`src/rtl/dds_pkg.sv`:
```
package dds_pkg;

   localparam int MAX_OBJECTS_DEFAULT = 256;
   localparam int COORD_BITS_DEFAULT  = 12;

   // fixed field widths of the ports
   localparam int POS_W      = 12;
   localparam int SCORE_W    = 16;
   localparam int MINDIST_W  = 24;
   localparam int COUNT_W    = 9;
   localparam int STATUS_W   = 2;
   localparam int CSR_IDX_W  = 1;
   localparam int CSR_DATA_W = 24;
   localparam int REQ_DATA_W = 40;
   localparam int RSP_DATA_W = 16;

   // reset values: 0.9 in Q1.15 and 5.0 squared
   localparam logic [SCORE_W-1:0]   THRESH_RESET  = 16'd29491;
   localparam logic [MINDIST_W-1:0] MINDIST_RESET = 24'd25;

   localparam logic [CSR_IDX_W-1:0] CSR_SCORE_THRESHOLD = 1'd0;
   localparam logic [CSR_IDX_W-1:0] CSR_MIN_DISTANCE_SQ = 1'd1;

   localparam logic [STATUS_W-1:0] STATUS_BELOW     = 2'd0;
   localparam logic [STATUS_W-1:0] STATUS_DUPLICATE = 2'd1;
   localparam logic [STATUS_W-1:0] STATUS_STORED    = 2'd2;
   localparam logic [STATUS_W-1:0] STATUS_FULL      = 2'd3;

   typedef struct packed {
      logic busy;
      logic hit;
   } dist_status_type;

endpackage

```
`src/rtl/dds_dist_unit.sv`:
```
module dds_dist_unit #(
   parameter int COORD_BITS = dds_pkg::COORD_BITS_DEFAULT
) (
   input  logic                            clock,
   input  logic                            reset,
   input  logic                            issue,
   input  logic [2*COORD_BITS-1:0]         point,
   input  logic [COORD_BITS-1:0]           cand_x,
   input  logic [COORD_BITS-1:0]           cand_y,
   input  logic [dds_pkg::MINDIST_W-1:0]   min_dist,
   output dds_pkg::dist_status_type        status
);

   localparam int SQ_W  = 2 * COORD_BITS;
   localparam int CMP_W = (SQ_W + 1 > dds_pkg::MINDIST_W) ? SQ_W + 1 : dds_pkg::MINDIST_W;

   logic                  v1_ff, v2_ff, v3_ff;
   logic [COORD_BITS-1:0] px, py;
   logic [COORD_BITS-1:0] dx_in, dy_in, dx_ff, dy_ff;
   logic [SQ_W-1:0]       sqx_ff, sqy_ff;
   logic [CMP_W-1:0]      dist_sq;

   assign px = point[COORD_BITS-1:0];
   assign py = point[SQ_W-1:COORD_BITS];

   assign dx_in = (px >= cand_x) ? px - cand_x : cand_x - px;
   assign dy_in = (py >= cand_y) ? py - cand_y : cand_y - py;

   // valid runs alongside memory data, difference and square stages
   always_ff @(posedge clock) begin
      if (reset) begin
         v1_ff <= 1'b0;
         v2_ff <= 1'b0;
         v3_ff <= 1'b0;
      end else begin
         v1_ff <= issue;
         v2_ff <= v1_ff;
         v3_ff <= v2_ff;
      end
   end

   always_ff @(posedge clock) begin
      dx_ff  <= dx_in;
      dy_ff  <= dy_in;
      sqx_ff <= dx_ff * dx_ff;
      sqy_ff <= dy_ff * dy_ff;
   end

   assign dist_sq = CMP_W'(sqx_ff) + CMP_W'(sqy_ff);

   assign status.busy = v1_ff | v2_ff | v3_ff;
   assign status.hit  = v3_ff & (dist_sq < CMP_W'(min_dist));

endmodule

```
`config.mk`:
```
export PLATFORM = sky130hd
export DESIGN_NAME = dds_dist_unit
export DESIGN_NICKNAME = d
export VERILOG_FILES = /design/src/rtl/dds_pkg.sv /design/src/rtl/dds_dist_unit.sv
export SDC_FILE = /design/constraint.sdc
export NUM_CORES = 1
export LEC_CHECK = 0
export BUFFER_PORTS_ARGS = -buffer_cell sky130_fd_sc_hd__buf_2
export CORE_ASPECT_RATIO = 0.75
export CORE_MARGIN = 2
export CORE_UTILIZATION = 60
export DETAILED_ROUTE_END_ITERATION = 10
export PLACE_DENSITY = 0.79
export SLEW_MARGIN = 0
export SYNTH_ARGS = -nofsm -noshare
export SYNTH_HDL_FRONTEND = slang
export SYNTH_SLANG_ARGS = --single-unit
```
`constraint.sdc`:
```
create_clock -name clock -period 10.4 [get_ports clock]
set_input_delay 2.08 -clock clock [delete_from_list [all_inputs] [get_ports clock]]
set_output_delay 2.08 -clock clock [all_outputs]
set_load 0.05 [all_outputs]
```
[Word level (Yosys, flattened, before mapping)]
Cells that the tools add are included.
Word-level totals
  flip-flop bits (word level): 75
  bits of input ports: 75
  output and inout bits: 2
  word-level logic and storage cells: 22
Cells by class
  add/sub/neg operators: 5
  multipliers: 2
  order comparisons: 3
  muxes and demuxes: 2
  bitwise logic cells: 3
Operators by type and width (number)
  $mul 12x12->24: 2
  $sub 12x12->12: 4
  $add 24x24->25: 1
  $lt 25x24->1: 1
  $ge 12x12->1: 2
  $mux 12: 2
  $or 1x1->1: 2
  $and 1x1->1: 1

[Longest topological paths before layout]
Gate-level depths: netlist (run 1).
  depth after elaboration: 3
  depth in mapped cells: 22
  mapped depth without buffers: 21

[Least setup slack after synthesis (run 1)]
No wires, ideal clock.
  path kind: input port to output port
  start point: input min_dist[5] in the netlist's numbering
  end point: output status[0] in the netlist's numbering
  arrival: 4.855 ns
  required time: 8.320 ns
  path slack: 3.465 ns
  stages on the path: 9
  path buffers: 0
  cells stage by stage: inv_1 > ha_1 > a21o_1 > a2111oi_0 > o31a_1 > o21ai_1 > a221o_1 > a21o_1 > a221oi_1
RTL lines
  start, declared: line dds_dist_unit.sv:10  | input logic [dds_pkg::MINDIST_W-1:0] min_dist,
  end, declared: line dds_dist_unit.sv:11  | output dds_pkg::dist_status_type status

==> results of run 1 <==
## area by class of cell
cell class,count,area (sq um),area share [%]
multi-input combinational,1017,9960,72.5
sequential,73,1460,10.6
inverter,339,1270,9.27
timing repair buffer,76,380,2.77
tap,288,360,2.62
clock buffer,10,229,1.67
clock inverter,6,67.6,0.492
## worst paths after layout
| check | start | end | slack (ps) | cells past startpoint |
|---|---|---|---|---|
| max | sqx_ff[3] | status[0] | 3700 | 17 |
| min | v2_ff | v3_ff | 460 | 1 |
| max reg2reg | dy_ff[4] | sqy_ff[23] | 4660 | 19 |
| min reg2reg | v2_ff | v3_ff | 460 | 1 |
## synthesized netlist by cell type (3+ instances only)
| cell | n | area (sq um) |
|---|---|---|
| nor2_1 | 54 | 203 |
| inv_1 | 339 | 1270 |
| and3_1 | 5 | 31.3 |
| fa_1 | 160 | 3200 |
| mux2_2 | 3 | 33.8 |
| a21oi_1 | 65 | 325 |
| a31oi_1 | 11 | 68.8 |
| dfxtp_1 | 73 | 1460 |
| or2_2 | 5 | 31.3 |
| or4_1 | 3 | 22.5 |
| a21o_1 | 24 | 180 |
| a311oi_1 | 3 | 26.3 |
| xnor2_1 | 53 | 464 |
| nand2b_1 | 13 | 81.3 |
| o31a_1 | 3 | 26.3 |
| a21boi_0 | 3 | 22.5 |
| nand2_1 | 76 | 285 |
| nor4_1 | 4 | 25.0 |
| nand3_1 | 8 | 40.0 |
| o31ai_1 | 5 | 37.5 |
| ha_1 | 208 | 2600 |
| o21bai_1 | 7 | 52.6 |
| buf_2 | 5 | 25.0 |
| or3_1 | 3 | 18.8 |
| clkbuf_1 | 30 | 113 |
| nor2b_1 | 28 | 175 |
| mux2i_1 | 18 | 180 |
| and2_1 | 86 | 538 |
| nand4_1 | 9 | 56.3 |
| nor3_1 | 13 | 65.1 |
| xor2_1 | 28 | 245 |
| o21ai_0 | 36 | 180 |
| o21a_1 | 19 | 143 |
| o211ai_1 | 5 | 37.5 |
| o21ai_1 | 9 | 45.0 |
| a211oi_1 | 7 | 52.6 |
| a211o_1 | 4 | 35.0 |
| a2111oi_0 | 3 | 26.3 |
## kinds of logic after synthesis
logic type,Yosys count,synth area share (%)
muxes,21,1.66
xor gates and xnor gates,81,5.52
adders and majority gates,368,45.2
DFF,73,11.4
AOI/OAI and AO/OA,231,12.3
buffers and inverters,377,11.1
and+or+nand+nor,316,12.8
## metrics by stage
stage               instance area [sq um]  instances  setup WS (ps)  util, %  hold slack (ps)
global route                        13700       1809           3400     65.2              482
floorplan                           12900       1467           3460        -              358
detailed placement                  13400       1793           3790     63.8              454
CTS                                 13700       1809           3710     65.2              463
finish                              13700       1809           3700     65.2              461
global placement                    13400       1793           3750     63.8              445
## worst max-delay path, cell delays in order (launching register included)
cell	delay [ps]
dfxtp_1	310
ha_1	330
a21o_4	250
a21oi_4	200
o31ai_4	130
a2111oi_4	420
o21a_4	250
nor2_1	70
xor2_1	140
ha_1	300
a21o_1	180
a21o_1	160
a21oi_1	180
o21ai_0	130
a221o_1	430
a21o_1	200
a221oi_1	280
buf_2	310
## layer usage
metal | GRT usage (%) | part of all wire (%)
met5 | 0 | 0
met4 | 6.18 | 1.6
met3 | 3.88 | 5.0
met2 | 40.6 | 45
met1 | 34.1 | 49
## layout by cell type (no fill, tap or decap), drive strengths merged, types with 9 or more instances in the layout
master	Yosys	routed
inv	339	340
ha	208	208
fa	160	160
and2	86	86
nand2	76	76
buf	8	76
dfxtp	73	73
a21oi	66	66
nor2	54	54
xnor2	53	53
o21ai	45	45
xor2	28	28
nor2b	28	28
a21o	25	25
o21a	20	20
mux2i	18	18
nor3	13	13
nand2b	13	13
a31oi	11	11
clkbuf	30	10
nand4	9	9
## flip-flops by register name, summed over array words and instances (netlist names)
| name | count |
|---|---|
| sqy_ff | 23 |
| v3_ff | 1 |
| v2_ff | 1 |
| dy_ff | 12 |
| dx_ff | 12 |
| v1_ff | 1 |
| sqx_ff | 23 |
==> summary.txt, run 1 <==
ant diodes -> 0
CTS tree -> done
MaxCap Viol Count -> 0
CP Class -> register to primary output
ratio of cells with drive above 1 in the final layout -> 7.17%
wire length per cell -> 14.0 um
vias in the first global route -> 10,200
DR vias -> 9,780
Worst-Margin Slew -> 794 ps
Arr. time, crit path -> 4620 ps
Layout Nets -> 1,959
antenna violations before repair -> 0
Synth-to-Final Area Change -> 6.82%
Crit. End Element -> primary output
Netlist cell types -> 73
post-route ant nets -> 0
fin crit period -> 6700 ps
Port Buf Inserts -> 76
worst clock skew -> 10.5 ps
DIE HEIGHT -> 131 um
final hold violations -> 0
worst-case clock buffer depth -> 2
worst hold path class -> register to register
syn avg cell area -> 8.76 sq um
largest net degree at the start of global routing -> 17
number of synthesized flops with an enable pin -> 0
crit-path max FO -> 8
Ys Warns -> 0
clock-pin slew on the worst setup and hold paths -> 60 ps
Max Clock Freq -> 149 MHz
I/O pin total -> 77
row cnt -> 46
Seq/Total Area, Yosys -> 11.4%
Setup Viol. Count Final -> 0
hpwl dp -> 21,200 um
Routed Wire Length -> 25,400 um
Initial DRC Count -> 566
Syn Std Cell Area -> 12,900 sq um
Fillers -> 1,779
Setup Buffers After CTS -> 0
Remaining DRCs -> 0
Clk Latency, worst-skew pair -> 350 ps
total global routing overflow -> 0
hold-fix buffer count after cts -> 0
Relative slew margins -> 47.1%
Pre-antenna DRT Iters -> 7
Synth Net Count -> 1,910
die span in x -> 173 um
Num CTS Buffers -> 9
GPL Wtd Cong -> 0.884
post-CTS sizing -> 0
RSZ-0062 raised after global routing -> no
critical path required time -> 8320 ps
CTS H-tree lvls -> 3
max-slew violations -> 0
ratio of final minimum period to clock period -> 64.4%
status -> complete, no violations
die footprint -> 22,600 sq um
Startpoint Class -> register
Post-Route Setup TNS -> 0 ps
Total GRT Usage -> 24.5%
Initial Utilization -> 61.0%
CTS Root Cell -> clkbuf_16
first-pass GRT wire length -> 45,600 um
Syn Inst Count -> 1,467
core area -> 21,100 sq um
Synth async-reset ratio -> 0%
Vias/cell -> 5.41
#FFs+latches synth -> 73
clk sinks -> 73
ys flop type -> dfxtp_1
Power of run 1 is left out: the tool's default activity adds up to more than one toggle a clock period on the data nets, which glitch-free logic cannot reach.
==> run 2: changes to the inputs <==
--- a/config.mk
+++ b/config.mk
@@ -5,6 +5,7 @@
 export SDC_FILE = /design/constraint.sdc
 export NUM_CORES = 1
 export LEC_CHECK = 0
+export ABC_AREA = 1
 export BUFFER_PORTS_ARGS = -buffer_cell sky130_fd_sc_hd__buf_2
 export CORE_ASPECT_RATIO = 0.75
 export CORE_MARGIN = 2
==> constraint.sdc (replaced) <==
create_clock -name clock -period 6.4 [get_ports clock]
set_input_delay 1.28 -clock clock [delete_from_list [all_inputs] [get_ports clock]]
set_output_delay 1.28 -clock clock [all_outputs]
set_load 0.05 [all_outputs]
==> summary.txt, run 2 <==
Worst Hold Launch -> v1_ff (was v2_ff)
worst hold path class -> register to register (unchanged)
Max Clock Freq -> 199 MHz
clock-pin slew on the worst setup and hold paths -> 60 ps (about the same)
commonest cells after routing, fill and taps aside -> inv_1 (467), nand2_1 (402), ha_1 (208), fa_1 (160), nor2_1 (103) (was inv_1 (339), ha_1 (208), fa_1 (160), and2_1 (86))
#FFs+latches synth -> 73 (unchanged)
Post-Route Setup TNS -> 0 ps (unchanged)
fin crit period -> 5030 ps
Num CTS Buffers -> 9 (unchanged)
largest net degree at the start of global routing -> 16 (was 17)
CP Class -> register to register (was register to primary output)
first-pass GRT wire length -> 52,400 um (was 45,600 um)
Ys Warns -> 0 (unchanged)
ratio of cells with drive above 1 in the final layout -> 6.15% (was 7.17%)
Layout Nets -> 2,373 (was 1,959)
wire length per cell -> 13.6 um (was 14.0 um)
Initial Utilization -> 60.9% (was 61.0%)
crit-path max FO -> 13 (was 8)
worst-case clock buffer depth -> 2 (unchanged)
Synth-to-Final Area Change -> 5.94% (was 6.82%)
top area cells in the synthesized netlist -> fa_1 (23%), ha_1 (19%), inv_1 (13%) (was fa_1 (25%), ha_1 (20%), dfxtp_1 (11%))
ys flop type -> dfxtp_1 (unchanged)
Pre-antenna DRT Iters -> 5 (was 7)
Startpoint Class -> register (unchanged)
vias in the first global route -> 11,700 (was 10,200)
Fillers -> 2,039 (was 1,779)
Vias/cell -> 5.15 (was 5.41)
final hold violations -> 0 (unchanged)
Syn Std Cell Area -> 14,000 sq um (was 12,900 sq um)
hold-fix buffer count after cts -> 0 (unchanged)
DR vias -> 11,500 (was 9,780)
Synth async-reset ratio -> 0% (unchanged)
Worst Hold Path Cells -> 2 (was 1)
CTS Root Cell -> clkbuf_16 (unchanged)
Seq. cell area -> 1460 sq um (unchanged)
CTS tree -> done (unchanged)
Netlist cell types -> 44 (was 73)
Synth area leader -> fa_1 (unchanged)
row cnt -> 48 (was 46)
RR Startpoint -> dy_ff[7] (was dy_ff[4])
ratio of final minimum period to clock period -> 78.7%
number of synthesized flops with an enable pin -> 0 (unchanged)
worst clock skew -> 5.83 ps (was 10.5 ps)
Multi-input gate area -> 10,500 sq um (was 9960 sq um)
clk sinks -> 73 (unchanged)
count leader, synth -> inv_1 (unchanged)
ant diodes -> 0 (unchanged)
Setup Viol. Count Final -> 0 (unchanged)
RR Endpoint -> sqy_ff[21] (was sqy_ff[23])
syn avg cell area -> 7.40 sq um (was 8.76 sq um)
Port Buf Inserts -> 76 (unchanged)
die span in x -> 180 um (was 173 um)
hpwl dp -> 26,400 um (was 21,200 um)
die footprint -> 24,500 sq um (was 22,600 sq um)
Synth Net Count -> 2,330 (was 1,910)
Initial DRC Count -> 796 (was 566)
largest registers -> sqx_ff: 23 flops, sqy_ff: 23 flops (unchanged)
hold path endpoint -> v2_ff (was v3_ff)
top post-synthesis cells by count -> inv_1 (467), nand2_1 (402), ha_1 (208), fa_1 (160), nor2_1 (103) (was inv_1 (339), ha_1 (208), fa_1 (160), and2_1 (86), nand2_1 (76))
worst r2r path cells -> 15 (was 19)
status -> complete, no violations (unchanged)
Setup Buffers After CTS -> 0 (unchanged)
CTS H-tree lvls -> 3 (unchanged)
Routed Wire Length -> 30,300 um (was 25,400 um)
post-CTS sizing -> 0 (unchanged)
core area -> 22,900 sq um (was 21,100 sq um)
I/O pin total -> 77 (unchanged)
Crit. End Element -> register (was primary output)
Worst-Margin Slew -> 670 ps (was 794 ps)
Clk Latency, worst-skew pair -> 350 ps (about the same)
antenna violations before repair -> 0 (unchanged)
Syn Inst Count -> 1,887 (was 1,467)
FF-to-FF setup slack -> 1370 ps (was 4660 ps)
max-slew violations -> 0 (unchanged)
MaxCap Viol Count -> 0 (unchanged)
Total GRT Usage -> 25.9% (was 24.5%)
Arr. time, crit path -> 5310 ps (was 4620 ps)
GPL Wtd Cong -> 0.913 (was 0.884)
Remaining DRCs -> 0 (unchanged)
commonest non-fill, non-tap cell in the layout -> inv_1 (unchanged)
critical path required time -> 6680 ps (was 8320 ps)
Seq/Total Area, Yosys -> 10.5% (was 11.4%)
DIE HEIGHT -> 136 um (was 131 um)
total global routing overflow -> 0 (unchanged)
RSZ-0062 raised after global routing -> no (unchanged)
Yosys top cell area share -> 22.9% (was 24.9%)
post-route ant nets -> 0 (unchanged)
Relative slew margins -> 55.3% (was 47.1%)
==> run 2: cell count changes in the layout (fill, tap and decap cells not counted), sizes merged, moves of 16 or more <==
cell   delta
nor2     +50
o21a     -17
mux2i    -18
nor2b    -28
nand2   +333
nand3    +47
a21oi    +35
and2     -85
o21ai    +16
inv     +129
xor2     +36
==> run 2: layout make-up <==
class                   count  area share (%)
multi-input cells        1301            71.0
well taps                 300            2.54
clock buffers              10            1.55
clock inverters             5           0.550
inverters                 469            11.9
flip-flops and latches     73            9.88
repair buffers             76            2.57
==> run 2: per-layer routing <==
metal | global-route usage, % | vias to the layer above | routed length, um | part of all wire [%]
met1 | 35.5 | 5310 | 14500 | 48
met2 | 43.2 | 334 | 13600 | 45
met4 | 7.44 | 0 | 561 | 1.9
met3 | 3.46 | 45 | 1710 | 5.6
li1 | - | 5826 | - | -
met5 | 0 | - | 0 | 0
==> run 2: stage by stage <==
stage	std cells	hold WS (ps)	instance area [sq um]	setup WS, ps	utilization, %
after floorplan	1887	363	14000	1820	-
after global placement	2219	419	14500	1530	63.1
after detailed placement	2219	431	14500	1450	63.1
after CTS	2234	439	14800	1430	64.5
after global routing	2234	467	14800	1100	64.5
final	2234	436	14800	1370	64.5
==> run 2: how the worst max path moves through the flow <==
stage / start / endpoint / slack (ps) / depth (start not counted)
after floorplan: dy_ff[5] / sqy_ff[18] / 1820 / 17
after detailed placement: dx_ff[6] / sqx_ff[22] / 1450 / 16
after global routing: dy_ff[7] / sqy_ff[21] / 1100 / 15
after CTS: dx_ff[6] / sqx_ff[22] / 1430 / 16
final: dy_ff[7] / sqy_ff[21] / 1370 / 15
after global placement: dx_ff[6] / sqx_ff[22] / 1530 / 16
==> run 2: logic make-up after synthesis <==
kind of cell    count (synthesis)  synth area share, %
buf+inv                       513                 14.3
xor+xnor                      104                 6.52
compound gates                224                 9.36
flops                          73                 10.5
simple gates                  605                 17.8
fa+ha+maj                     368                 41.6
==> run 2: worst max-delay path: stages (launching register included) <==
cell,delay [ps]
dfxtp_1,700
nand2_1,230
fa_1,580
inv_1,70
ha_1,300
a21oi_1,220
fa_1,450
fa_1,500
fa_1,490
inv_1,40
ha_1,350
nand2_1,120
nor4_1,500
nand4_1,140
nand3_1,130
xor2_1,150
Power of run 2 is left out for the same reason.
